$ cat config.mk
export PLATFORM = sky130hd
export DESIGN_NAME = dnd_name_store
export DESIGN_NICKNAME = d
export VERILOG_FILES = /design/src/sv/dnd_name_store.sv
export SDC_FILE = /design/constraint.sdc
export NUM_CORES = 2
export LEC_CHECK = 0
export ABC_AREA = 1
export ABC_CLOCK_PERIOD_IN_PS = 4520
export BUFFER_PORTS_ARGS = -buffer_cell sky130_fd_sc_hd__buf_2
export CAP_MARGIN = 15
export CORE_AREA = 2 2 531 533
export CTS_CLUSTER_DIAMETER = 60
export DETAILED_ROUTE_END_ITERATION = 12
export DIE_AREA = 0 0 533 535
export MAX_ROUTING_LAYER = met4
export PLACE_DENSITY = 0.47
export SLEW_MARGIN = 40
export SYNTH_ARGS = -nofsm -noshare
export SYNTH_HDL_FRONTEND = slang
export SYNTH_SLANG_ARGS = --single-unit
$ cat constraint.sdc
create_clock -name clk -period 4.52 [get_ports clk]
set_clock_uncertainty 0.2 [all_clocks]
set_input_delay 1.13 -clock clk [delete_from_list [all_inputs] [get_ports clk]]
set_output_delay 1.13 -clock clk [all_outputs]
set_load 0.02 [all_outputs]
$ cat src/sv/dnd_name_store.sv
// Decoded name store: one write port, one registered read port.
`default_nettype none
module dnd_name_store #(
	parameter int DEPTH = 256,
	parameter int AW    = 8
) (
	input  wire logic          clk,
	input  wire logic          we,
	input  wire logic [AW-1:0] waddr,
	input  wire logic [7:0]    wdata,
	input  wire logic          re,
	input  wire logic [AW-1:0] raddr,
	output logic      [7:0]    rdata
);
	logic [7:0] mem [DEPTH];

	always_ff @(posedge clk) begin
		if (we) begin
			mem[waddr] <= wdata;
		end
	end

	always_ff @(posedge clk) begin
		if (re) begin
			rdata <= mem[raddr];
		end
	end
endmodule
`default_nettype wire

==> run_results.csv <==
group,metric,value,unit
finish,nets,7126,
clock_network,cts_resized,0,
power_and_ir_drop,leakage,33.2,nW
clock_network,post_cts_buffers,0,
timing,period_minus_slack,3660,ps
logic_synthesis,synth_seq_area_share,74.0,%
timing,fmax,273,MHz
global_routing,grt_pass1_vias,53100,
hold_path,min_path_type,"input pin to register",
logic_synthesis,yosysWarnings,0,
floorplan,start_util,29.9,%
floorplan,core,0.279,mm2
clock_network,postCtsHoldBufs,0,
finish,area_growth,15.8,%
clock_network,cts-root-buf,"clkbuf_16",
logic_synthesis,netlist_area,0.0835,mm2
finish,final_core_util,34.7,%
power_and_ir_drop,clkPwrFrac,43.2,%
timing,worstMarginPinSlew,887,ps
logic_synthesis,syn-num-nets,7030,
power_and_ir_drop,power_density,431,mW/mm2
floorplan,row_count,194,
clock_network,cts_buffers,225,
timing,drv_slew,0,
power_and_ir_drop,p_comb_share,6.3,%
power_and_ir_drop,switching_share,23.2,%
power_and_ir_drop,net-switching-power,0.00965,W
global_routing,grt_max_degree,118,
logic_synthesis,synth_area_leader_cell,"edfxtp_1",
global_routing,grt_remaining_overflow,0,
logic_synthesis,synth.top_cell.area_share,74.0,%
route,ant_nets,0,
floorplan,ioPinCount,35,
logic_synthesis,synth.distinct_cells,13,
clock_network,cts_tree,"built",
route,drt_iter0_drc,5468,
placement,portBuffers,34,
logic_synthesis,netlist_top_cells_area,"edfxtp_1 74%, nand3_1 12%, nand2_1 9.5%",
power_and_ir_drop,p_seq_share,50.5,%
logic_synthesis,netlist_instances,7003,
route,wl,261000,um
route,drc,0,
global_routing,antenna_found_initial,15,
worst_setup_path,crit_required,4910,ps
floorplan,die-height,535,um
finish,layout_common_cells,"2111 x nand2_1, 2056 x edfxtp_1, 2019 x nand3_1",
timing,tns,0,ps
clock_network,clkSinkCount,2056,
route,vias_per_cell,4.99,
worst_setup_path,crit_arrival,4050,ps
logic_synthesis,synth_area_per_cell,11.9,um2
finish,layout_commonest_cell,"nand2_1",
route,firstDrtPassIters,6,
global_routing,grt_pass1_wl,381000,um
clock_network,clk_pin_slew,60,ps
worst_setup_path,critPathMaxFanout,48,
timing,fin_crit_sh,81.0,%
clock_network,cts_buffer_depth,3,
power_and_ir_drop,p_int,0.0320,W
job,maxCapViolations,0,
timing,hold_viol,0,
finish,drive_above_1_share,9.78,%
floorplan,die_x,533,um
status,status,"complete, no violations",
worst_setup_path,start_kind,"input pin",
global_routing,globalRouteTotalUtil,18.5,%
placement,place_congestion,0.823,
power_and_ir_drop,peakVddDrop,0.409,mV
logic_synthesis,ys_ff_latch,2056,
timing,slew_headroom,40.9,%
timing,rsz0062_at_grt,"no",
timing,setup_violations,0,
route,detail_route.wl_per_cell,23.7,um
clock_network,htree_levels,4,
worst_setup_path,criticalPathCategory,"input pin to register",
timing,worst_hold_slack,467,ps
clock_network,clock_latency,870,ps
floorplan,dieArea,0.285,mm2
placement,dp_hpwl,156000,um
route,dr_total_vias,55000,
worst_setup_path,cp-end-kind,"register",
cells in the mapped netlist (all sizes together):
cell    number
nor2       283
nand2     2123
clkbuf     112
buf        371
inv         39
edfxtp    2056
nand3     2019
cell type report:
type / instances / area (um2)
clock buffer: 278 / 5890
inverter: 39 / 180
sequential: 2056 / 61700
tap: 3724 / 4660
timing repair buffer: 352 / 3690
antenna: 9 / 22.5
fill: 27300 / 182000
clock inverter: 137 / 1260
multi-input combinational: 4425 / 19200
critical path, stage by stage:
cell,delay (ps)
buf_8,160
inv_8,290
buf_12,240
buf_12,260
buf_4,250
nand3_1,90
nand3_1,110
nand3_1,160
nand3_1,140
nand3_1,90
nand3_1,350
nand2_1,290
nand2_1,260
nand2_1,80
power groups by stage:
stage	Clock [W]	Combinational, W	Sequential [W]
final	0.0180	0.00263	0.0210
after global routing	0.0190	0.00284	0.0210
after CTS	0.0183	0.00266	0.0210
after detailed placement	0	0.00265	0.0214
after global placement	0	0.00265	0.0214
after floorplan	0	0.00130	0.0215
final timing paths:
check | startpoint | to | slack [ps] | cells after the start
setup / recovery | raddr[1] | rdata[3] | 860 | 14
hold / removal | wdata[7] | mem[197][7] | 470 | 1
setup reg to reg | mem[79][3] | rdata[3] | 1930 | 10
hold reg to reg | mem[162][7] | rdata[7] | 840 | 10
metal layers:
| layer | global-route usage (%) | wire, um |
|---|---|---|
| met5 | - | 0 |
| met1 | 24.8 | 115000 |
| met2 | 29.5 | 125000 |
| met4 | 5.05 | 7180 |
| met3 | 2.34 | 14000 |
kinds of logic after synthesis:
logic type             synth area share [%]
DFF                                    74.0
and+or+nand+nor                        22.9
buffers and inverters                  3.12
metrics by stage:
| step | cell area, um2 | total power, W | std cells | worst slack [ps] |
|---|---|---|---|---|
| after floorplan | 83500 | 0.0227 | 7003 | 1700 |
| after global placement | 89400 | 0.0241 | 10600 | -56.5 |
| after detailed placement | 89500 | 0.0241 | 10600 | -33.7 |
| after CTS | 96600 | 0.0420 | 11000 | 882 |
| after global routing | 96700 | 0.0429 | 11000 | 823 |
| final | 96700 | 0.0416 | 11000 | 857 |
registers in the layout, indices dropped and copies added, names as in the netlist:
register  count
rdata         8
mem        2048
No activity file was read; power rests on OpenSTA's default activity.
