==> src/sv/dnd_pkg.sv <==
// Shared types and constants of the DNS name decompressor.
`default_nettype none
package dnd_pkg;

	localparam int NAME_MAX_BYTES_DEF = 256;
	localparam int PACKET_BYTES_DEF   = 512;

	// Read position: a 14-bit pointer target plus headroom for label advances.
	localparam int POS_W = 15;
	// Width of name length and consumed count sums.
	localparam int SUM_W = 10;

	localparam logic [7:0] PTR_MARK        = 8'hC0;
	localparam logic [7:0] DOT_CHAR        = 8'h2E;
	localparam logic [3:0] CHUNK_CHARS     = 4'd8;
	localparam logic [7:0] MAX_STEPS_RESET = 8'd64;

	localparam logic ACT_LOAD   = 1'b0;
	localparam logic ACT_DECODE = 1'b1;

	typedef enum logic [1:0] {
		ST_OK       = 2'd0,
		ST_TOO_LONG = 2'd1,
		ST_RANGE    = 2'd2
	} status_t;

	typedef enum logic [3:0] {
		S_IDLE,
		S_LEN_RD,
		S_LEN_CHK,
		S_PTR_RD,
		S_PTR_CHK,
		S_CHR_RD,
		S_CHR_WR,
		S_DOT,
		S_EM_START,
		S_EM_RD,
		S_EM_ACC,
		S_EM_SEND
	} seq_state_t;

endpackage
`default_nettype wire

==> src/sv/dnd_if.sv <==
// Valid/ready channel interfaces for items, results and configuration.
`default_nettype none
interface dnd_item_if;
	logic       valid;
	logic       ready;
	logic       action;
	logic [8:0] load_address;
	logic [7:0] load_byte;
	logic [8:0] start_offset;

	modport source (output valid, action, load_address, load_byte, start_offset,
		input ready);
	modport sink (input valid, action, load_address, load_byte, start_offset,
		output ready);
endinterface

interface dnd_result_if;
	logic        valid;
	logic        ready;
	logic [63:0] name_chunk;
	logic [3:0]  chunk_bytes;
	logic        last;
	logic [1:0]  status;
	logic [8:0]  consumed_bytes;

	modport source (output valid, name_chunk, chunk_bytes, last, status, consumed_bytes,
		input ready);
	modport sink (input valid, name_chunk, chunk_bytes, last, status, consumed_bytes,
		output ready);
endinterface

`default_nettype wire

==> src/sv/dnd_walk_seq.sv <==
// Label walk and chunk emission sequencer around one shared address adder.
`default_nettype none
module dnd_walk_seq #(
	parameter int NAME_MAX_BYTES = dnd_pkg::NAME_MAX_BYTES_DEF,
	parameter int PACKET_BYTES   = dnd_pkg::PACKET_BYTES_DEF,
	parameter int PA_W           = $clog2(PACKET_BYTES),
	parameter int NA_W           = $clog2(NAME_MAX_BYTES)
) (
	input  wire logic            clk,
	input  wire logic            arst_n,
	input  wire logic [7:0]      max_steps,
	dnd_item_if.sink             item,
	dnd_result_if.source         result,
	output logic                 pkt_we,
	output logic      [PA_W-1:0] pkt_waddr,
	output logic      [7:0]      pkt_wdata,
	output logic                 pkt_re,
	output logic      [PA_W-1:0] pkt_raddr,
	input  wire logic [7:0]      pkt_rdata,
	output logic                 nm_we,
	output logic      [NA_W-1:0] nm_waddr,
	output logic      [7:0]      nm_wdata,
	output logic                 nm_re,
	output logic      [NA_W-1:0] nm_raddr,
	input  wire logic [7:0]      nm_rdata
);
	import dnd_pkg::*;

	localparam int NL_W = $clog2(NAME_MAX_BYTES + 1);

	seq_state_t state_q, state_d;

	logic [POS_W-1:0] pos_q;
	logic [8:0]       off_q;
	logic [7:0]       len_q;
	logic [5:0]       hi_q;
	logic [NL_W-1:0]  nl_q;
	logic [SUM_W-1:0] cc_q;
	logic             jmp_q;
	logic [7:0]       steps_q;
	status_t          st_q;
	logic [NL_W-1:0]  rem_q;
	logic [NL_W-1:0]  rp_q;
	logic [3:0]       cnt_q;
	logic [2:0]       k_q;
	logic [63:0]      word_q;

	logic             out_vld_q;
	logic [63:0]      chunk_q;
	logic [3:0]       bytes_q;
	logic             last_q;
	logic [1:0]       status_q;
	logic [8:0]       consumed_q;

	logic             acc;
	logic [POS_W-1:0] sum;
	logic             oob;
	logic             is_ptr;
	logic             walk_done;
	logic             too_long;
	logic [SUM_W-1:0] need;
	logic [NL_W-1:0]  chars;
	logic [3:0]       cnt_nx;
	logic             is_last;
	logic             load_out;
	logic             load_ok;

	// Shared address adder: every packet read goes through it.
	assign sum = pos_q + POS_W'(off_q);
	assign oob = (sum >= POS_W'(PACKET_BYTES));

	assign acc     = item.valid && item.ready;
	assign load_ok = (POS_W'(item.load_address) < POS_W'(PACKET_BYTES));
	assign is_ptr  = ((pkt_rdata & PTR_MARK) == PTR_MARK);
	assign walk_done = (pkt_rdata == 8'd0) || (cc_q >= SUM_W'(NAME_MAX_BYTES))
		|| (steps_q >= max_steps);
	assign need     = SUM_W'(nl_q) + SUM_W'(pkt_rdata) + SUM_W'(1);
	assign too_long = (need >= SUM_W'(NAME_MAX_BYTES));
	assign chars    = (nl_q == '0) ? '0 : nl_q - NL_W'(1);
	assign cnt_nx   = (rem_q > NL_W'(CHUNK_CHARS)) ? CHUNK_CHARS : 4'(rem_q);
	assign is_last  = (rem_q == NL_W'(cnt_q));
	assign load_out = (state_q == S_EM_SEND) && (!out_vld_q || result.ready);

	always_comb begin
		state_d = state_q;
		unique case (state_q)
			S_IDLE: begin
				if (acc && item.action == ACT_DECODE) state_d = S_LEN_RD;
			end
			S_LEN_RD: state_d = oob ? S_EM_SEND : S_LEN_CHK;
			S_LEN_CHK: begin
				if (walk_done) state_d = S_EM_START;
				else if (is_ptr) state_d = S_PTR_RD;
				else if (too_long) state_d = S_EM_SEND;
				else state_d = S_CHR_RD;
			end
			S_PTR_RD: state_d = oob ? S_EM_SEND : S_PTR_CHK;
			S_PTR_CHK: state_d = S_LEN_RD;
			S_CHR_RD: state_d = oob ? S_EM_SEND : S_CHR_WR;
			S_CHR_WR: state_d = (off_q == {1'b0, len_q}) ? S_DOT : S_CHR_RD;
			S_DOT: state_d = S_LEN_RD;
			S_EM_START: state_d = (cnt_nx == 4'd0) ? S_EM_SEND : S_EM_RD;
			S_EM_RD: state_d = S_EM_ACC;
			S_EM_ACC: state_d = ({1'b0, k_q} + 4'd1 == cnt_q) ? S_EM_SEND : S_EM_RD;
			S_EM_SEND: begin
				if (load_out) state_d = is_last ? S_IDLE : S_EM_START;
			end
			default: state_d = S_IDLE;
		endcase
	end

	always_comb begin
		item.ready = (state_q == S_IDLE);
		pkt_we     = (state_q == S_IDLE) && acc && (item.action == ACT_LOAD) && load_ok;
		pkt_waddr  = PA_W'(item.load_address);
		pkt_wdata  = item.load_byte;
		pkt_re     = ((state_q == S_LEN_RD) || (state_q == S_PTR_RD)
			|| (state_q == S_CHR_RD)) && !oob;
		pkt_raddr  = PA_W'(sum);
		nm_we      = (state_q == S_CHR_WR) || (state_q == S_DOT);
		nm_waddr   = nl_q[NA_W-1:0];
		nm_wdata   = (state_q == S_DOT) ? DOT_CHAR : pkt_rdata;
		nm_re      = (state_q == S_EM_RD);
		nm_raddr   = rp_q[NA_W-1:0];
	end

	always_ff @(posedge clk or negedge arst_n) begin
		if (!arst_n) begin
			state_q   <= S_IDLE;
			out_vld_q <= 1'b0;
		end else begin
			state_q <= state_d;
			if (load_out) out_vld_q <= 1'b1;
			else if (result.ready) out_vld_q <= 1'b0;
		end
	end

	always_ff @(posedge clk) begin
		unique case (state_q)
			S_IDLE: begin
				if (acc && item.action == ACT_DECODE) begin
					pos_q   <= POS_W'(item.start_offset);
					off_q   <= '0;
					nl_q    <= '0;
					cc_q    <= '0;
					jmp_q   <= 1'b0;
					steps_q <= '0;
					st_q    <= ST_OK;
				end
			end
			S_LEN_RD, S_PTR_RD, S_CHR_RD: begin
				if (oob) begin
					st_q   <= ST_RANGE;
					word_q <= '0;
					cnt_q  <= '0;
					rem_q  <= '0;
				end
			end
			S_LEN_CHK: begin
				if (walk_done) begin
					if (!jmp_q) cc_q <= cc_q + SUM_W'(1);
					rem_q <= chars;
					rp_q  <= '0;
				end else if (is_ptr) begin
					hi_q  <= pkt_rdata[5:0];
					off_q <= 9'd1;
				end else if (too_long) begin
					st_q   <= ST_TOO_LONG;
					word_q <= '0;
					cnt_q  <= '0;
					rem_q  <= '0;
				end else begin
					len_q <= pkt_rdata;
					off_q <= 9'd1;
				end
			end
			S_PTR_CHK: begin
				pos_q <= POS_W'({hi_q, pkt_rdata});
				if (!jmp_q) cc_q <= cc_q + SUM_W'(2);
				jmp_q   <= 1'b1;
				steps_q <= steps_q + 8'd1;
				off_q   <= '0;
			end
			S_CHR_WR: begin
				nl_q  <= nl_q + NL_W'(1);
				off_q <= off_q + 9'd1;
			end
			S_DOT: begin
				// Here off_q is the label length plus one.
				nl_q    <= nl_q + NL_W'(1);
				pos_q   <= sum;
				if (!jmp_q) cc_q <= cc_q + SUM_W'(off_q);
				steps_q <= steps_q + 8'd1;
				off_q   <= '0;
			end
			S_EM_START: begin
				cnt_q  <= cnt_nx;
				k_q    <= '0;
				word_q <= '0;
			end
			S_EM_ACC: begin
				word_q[8*k_q +: 8] <= nm_rdata;
				k_q  <= k_q + 3'd1;
				rp_q <= rp_q + NL_W'(1);
			end
			S_EM_SEND: begin
				if (load_out) rem_q <= rem_q - NL_W'(cnt_q);
			end
			default: begin
			end
		endcase
	end

	always_ff @(posedge clk) begin
		if (load_out) begin
			chunk_q    <= word_q;
			bytes_q    <= cnt_q;
			last_q     <= is_last;
			status_q   <= st_q;
			consumed_q <= (is_last && st_q == ST_OK) ? cc_q[8:0] : 9'd0;
		end
	end

	assign result.valid          = out_vld_q;
	assign result.name_chunk     = chunk_q;
	assign result.chunk_bytes    = bytes_q;
	assign result.last           = last_q;
	assign result.status         = status_q;
	assign result.consumed_bytes = consumed_q;
endmodule
`default_nettype wire

==> src/flat_wrapper.sv <==
// flat-port wrapper written by rule: the top's interface ports become plain ports
module dnd_walk_seq_flat import dnd_pkg::*;
#(
	parameter int NAME_MAX_BYTES = dnd_pkg::NAME_MAX_BYTES_DEF,
	parameter int PACKET_BYTES   = dnd_pkg::PACKET_BYTES_DEF,
	parameter int PA_W           = $clog2(PACKET_BYTES),
	parameter int NA_W           = $clog2(NAME_MAX_BYTES)
)
  (clk, arst_n, max_steps, pkt_we, pkt_waddr, pkt_wdata, pkt_re, pkt_raddr, pkt_rdata, nm_we, nm_waddr, nm_wdata, nm_re, nm_raddr, nm_rdata, item_valid, item_action, item_load_address, item_load_byte, item_start_offset, item_ready, result_valid, result_name_chunk, result_chunk_bytes, result_last, result_status, result_consumed_bytes, result_ready);
  dnd_item_if item_i ();
  dnd_result_if result_i ();
  input  wire logic clk;
  input  wire logic arst_n;
  input  wire logic [7:0] max_steps;
  output logic pkt_we;
  output logic      [PA_W-1:0] pkt_waddr;
  output logic      [7:0] pkt_wdata;
  output logic pkt_re;
  output logic      [PA_W-1:0] pkt_raddr;
  input  wire logic [7:0] pkt_rdata;
  output logic nm_we;
  output logic      [NA_W-1:0] nm_waddr;
  output logic      [7:0] nm_wdata;
  output logic nm_re;
  output logic      [NA_W-1:0] nm_raddr;
  input  wire logic [7:0] nm_rdata;
  input wire logic [$bits(item_i.valid)-1:0] item_valid;
  input wire logic [$bits(item_i.action)-1:0] item_action;
  input wire logic [$bits(item_i.load_address)-1:0] item_load_address;
  input wire logic [$bits(item_i.load_byte)-1:0] item_load_byte;
  input wire logic [$bits(item_i.start_offset)-1:0] item_start_offset;
  output wire logic [$bits(item_i.ready)-1:0] item_ready;
  output wire logic [$bits(result_i.valid)-1:0] result_valid;
  output wire logic [$bits(result_i.name_chunk)-1:0] result_name_chunk;
  output wire logic [$bits(result_i.chunk_bytes)-1:0] result_chunk_bytes;
  output wire logic [$bits(result_i.last)-1:0] result_last;
  output wire logic [$bits(result_i.status)-1:0] result_status;
  output wire logic [$bits(result_i.consumed_bytes)-1:0] result_consumed_bytes;
  input wire logic [$bits(result_i.ready)-1:0] result_ready;
  assign item_i.valid = item_valid;
  assign item_i.action = item_action;
  assign item_i.load_address = item_load_address;
  assign item_i.load_byte = item_load_byte;
  assign item_i.start_offset = item_start_offset;
  assign item_ready = item_i.ready;
  assign result_valid = result_i.valid;
  assign result_name_chunk = result_i.name_chunk;
  assign result_chunk_bytes = result_i.chunk_bytes;
  assign result_last = result_i.last;
  assign result_status = result_i.status;
  assign result_consumed_bytes = result_i.consumed_bytes;
  assign result_i.ready = result_ready;
  dnd_walk_seq #(.NAME_MAX_BYTES(NAME_MAX_BYTES), .PACKET_BYTES(PACKET_BYTES), .PA_W(PA_W), .NA_W(NA_W)) u_core (.clk(clk), .arst_n(arst_n), .max_steps(max_steps), .item(item_i), .result(result_i), .pkt_we(pkt_we), .pkt_waddr(pkt_waddr), .pkt_wdata(pkt_wdata), .pkt_re(pkt_re), .pkt_raddr(pkt_raddr), .pkt_rdata(pkt_rdata), .nm_we(nm_we), .nm_waddr(nm_waddr), .nm_wdata(nm_wdata), .nm_re(nm_re), .nm_raddr(nm_raddr), .nm_rdata(nm_rdata));
endmodule
==> config.mk <==
export PLATFORM = sky130hd
export DESIGN_NAME = dnd_walk_seq_flat
export DESIGN_NICKNAME = d
export VERILOG_FILES = /design/src/sv/dnd_pkg.sv /design/src/sv/dnd_if.sv /design/src/sv/dnd_walk_seq.sv /design/src/flat_wrapper.sv
export SDC_FILE = /design/constraint.sdc
export NUM_CORES = 1
export LEC_CHECK = 0
export BUFFER_PORTS_ARGS = -buffer_cell sky130_fd_sc_hd__buf_2
export CORE_AREA = 2 2 206 208
export CTS_CLUSTER_DIAMETER = 40
export DETAILED_ROUTE_END_ITERATION = 10
export DIE_AREA = 0 0 208 210
export GPL_TIMING_DRIVEN = 0
export SLEW_MARGIN = 20
export SYNTH_ARGS = -nofsm -noshare
export SYNTH_HDL_FRONTEND = slang
export SYNTH_SLANG_ARGS = --single-unit
==> constraint.sdc <==
create_clock -name clk -period 9.3 [get_ports clk]
set_input_delay 1.86 -clock clk [delete_from_list [all_inputs] [get_ports clk]]
set_output_delay 1.86 -clock clk [all_outputs]
set_load 0.005 [all_outputs]
==> flow_metrics.env <==
export IMPL_slew_headroom=0.290
export IMPL_critPathLaunchType="flip-flop"
export IMPL_netlist_instances=1087
export IMPL_ios=191
export IMPL_cts_hold_buf=0
export IMPL_overflow=0
export IMPL_antenna_found_initial=1
export IMPL_ys_ff_latch=241
export IMPL_hp_start="u_core.word_q[38]$_SDFFCE_PN0P_"
export IMPL_outcome="complete, no violations"
export IMPL_clock_power_share=0.338
export IMPL_vias=9184
export IMPL_drive_gt1_frac=0.216
export IMPL_slew_viol_final=0
export IMPL_grt_pass1_vias=8791
export IMPL_cts_sinks=241
export IMPL_insertion_delay_ps=570
export IMPL_post_synth_top_count_cell="edfxtp_1"
export IMPL_postSynthAreaPerCell_sq_um=11.4
export IMPL_die_area_sq_um=43700
export IMPL_ant_nets=0
export IMPL_die_h_microns=210
export IMPL_fin_worst_skew_ps=29.8
export IMPL_routabilityCongestion=0.854
export IMPL_yosysTopAreaCellShare=0.573
export IMPL_utilization=0.372
export IMPL_synth_common_cells="edfxtp_1, nand2_1, nor2_1, nand3_1, a21oi_1"
export IMPL_synth_main_ff_cell="edfxtp_1"
export IMPL_stdcell_count=1879
export IMPL_worstPathRequired_ps=7440
export IMPL_async_flop_share=0.0207
export IMPL_multi_input_area_sq_um=4680
export IMPL_synth_area_sq_um=12400
export IMPL_nFillCells=4095
export IMPL_htreeDepth=2
export IMPL_yosysUniqueCellTypes=65
export IMPL_hpwl_microns=22800
export IMPL_use_met1=0.194
export IMPL_power_switching_mw=1.50
export IMPL_crit_start="u_core.off_q[0]$_DFFE_PP_"
export IMPL_nets=1413
export IMPL_drt_wl_total_microns=31400
export IMPL_synth_edf_count=236
export IMPL_root_buffer="clkbuf_16"
export IMPL_post_cts_buffers=0
export IMPL_core_area_sq_um=41500
export IMPL_grt_use_met3=0.0323
export IMPL_power_density_nw_per_um2=289
export IMPL_tightest_slew_ps=1070
export IMPL_grtUsageMet2=0.225
export IMPL_setup_viol=0
export IMPL_syn_nets=1194
export IMPL_drt_pass1_iterations=5
export IMPL_busiest_layer="met2"
export IMPL_grt_max_degree=27
export IMPL_fin_ws_ps=4040
export IMPL_cts_tree="yes"
export IMPL_syn_to_final_growth_pct=24.8
export IMPL_die_w_microns=208
export IMPL_hold_violations=0
export IMPL_path_class="flip-flop to output port"
export IMPL_wl_per_cell_microns=16.7
export IMPL_yosysTopAreaCell="edfxtp_1"
export IMPL_clk_pin_slew_ps=60
export IMPL_port_buffers=167
export IMPL_p_leak_nw=5.99
export IMPL_grt_pass1_wl_microns=49100
export IMPL_period_needed_ps=5260
export IMPL_synth_yosys_seq_area_share=0.584
export IMPL_yosysWarnings=0
export IMPL_max_cap_viol_count=0
export IMPL_pwr_share_comb=0.263
export IMPL_rsz0062_at_grt="no"
export IMPL_diodes=0
export IMPL_seq_power_share=0.399
export IMPL_row_count=75
export IMPL_cts_repair_resize_count=0
export IMPL_hold_path_class="flip-flop to flip-flop"
export IMPL_worstSetupEndpointType="output port"
export IMPL_grt_usage=0.142
export IMPL_crit_arrival_ps=3400
export IMPL_fmax_ghz=0.190
export IMPL_reg2reg_slack_ps=5260
export IMPL_power_report_internal_total_mw=2.96
export IMPL_drt_iter0_drc=563
export IMPL_initial_core_util=0.298
export IMPL_min_period_over_period=0.566
export IMPL_viasPerCell=4.89
export IMPL_post_place_cells=1801
export IMPL_drc=0
export IMPL_synth_area_leaders="edfxtp_1, ha_1, nand2_1, xnor2_1, nor2_1"
export IMPL_r2r_start="u_core.steps_q[0]$_SDFFCE_PN0P_"
export IMPL_cts_made_buffers=42
export IMPL_swShare=0.337
export IMPL_ir_worst_vdd_mv=0.134
export IMPL_dp_slack_ps=3670
export IMPL_regArea_sq_um=7210
export IMPL_cp_max_fo=7
export IMPL_whs_ps=447
export IMPL_clk_path_buf_depth=3
## cells by family after synthesis
logic type / after synthesis / synth area share
compound gates: 180 / 0.0933
xor+xnor: 76 / 0.0539
fa+ha+maj: 52 / 0.0545
buf+inv: 106 / 0.0403
flops: 241 / 0.584
mux: 17 / 0.0138
simple gates: 415 / 0.161
## registers in the layout (all words and copies together) (netlist names), 2 cells and up
register	flops
u_core.result.name_chunk	64
u_core.result.status	2
u_core.len_q	8
u_core.hi_q	6
u_core.pos_q	15
u_core.nl_q	9
u_core.result.chunk_bytes	4
u_core.rp_q	8
u_core.state_q	4
u_core.st_q	2
u_core.cnt_q	4
u_core.word_q	64
u_core.k_q	3
u_core.off_q	9
u_core.result.consumed_bytes	9
u_core.cc_q	10
u_core.rem_q	9
u_core.steps_q	8
## metrics by stage
| stage | TNS (ps) | instance area [sq um] | power, mW |
|---|---|---|---|
| final | 0 | 15400 | 4.46 |
| after global routing | 0 | 15400 | 4.71 |
| after CTS | 0 | 15400 | 4.50 |
| after detailed placement | 0 | 14000 | 2.98 |
| after global placement | -155150 | 13900 | 2.93 |
| after floorplan | 0 | 12400 | 2.54 |
## cell type report
class | instances | share of cell area
tap | 539 | 0.0437
buffer | 75 | 0.0247
timing repair buffer | 175 | 0.0629
sequential | 241 | 0.468
inverter | 31 | 0.00754
clock inverter | 34 | 0.0208
clock buffer | 44 | 0.0693
multi-input combinational | 740 | 0.303
## worst max-delay path, cell delays in order (launching register included)
cell and delay [ps]:
edfxtp_1 550, ha_1 320, fa_1 430, a211oi_1 290, o21bai_1 130, nand4_1 240, nand3_1 160, a22o_1 300
nor3_1 250, buf_2 180
## cell usage in the layout, fill, tap and decap left out, types with 7 or more instances in the layout
cell type / instances
nor2_1: 101
a21oi_1: 69
buf_4: 26
nand2b_1: 14
clkbuf_16: 42
ha_1: 49
nor4_1: 8
nor3_1: 18
buf_1: 7
clkbuf_1: 39
mux2i_1: 17
buf_2: 172
o22ai_1: 13
nand4_1: 7
nand3_1: 70
xor2_1: 29
inv_1: 31
a21o_1: 11
and3_1: 15
inv_6: 11
o21ai_0: 20
edfxtp_1: 236
xnor2_1: 47
nand2_1: 117
nor2b_1: 9
and2_1: 34
## final timing paths
kind	endpoint	cells after the start
setup reg to reg	u_core.word_q[0]$_SDFFCE_PN0P_	10
max in group asynchronous	u_core.state_q[0]$_DFFE_PN0P_	1
min in group asynchronous	u_core.state_q[2]$_DFFE_PN0P_	1
setup / recovery	pkt_re	9
hold / removal	u_core.result.name_chunk[38]$_DFFE_PP_	0
hold reg to reg	u_core.result.name_chunk[38]$_DFFE_PP_	0
## power by group through the flow
stage	Combinational (mW)	Clock [mW]	Sequential (mW)
after floorplan	0.747	0	1.79
after global placement	1.07	0	1.86
after detailed placement	1.17	0	1.80
after CTS	1.18	1.54	1.78
after global routing	1.31	1.59	1.81
final	1.17	1.51	1.78
## layer usage
metal | vias up | share of wire
li1 | 4394 | -
met1 | 4387 | 0.45
met2 | 353 | 0.46
met3 | 48 | 0.074
met4 | 2 | 0.020
met5 | - | 0.00035
(Power assumes the default switching activity.)
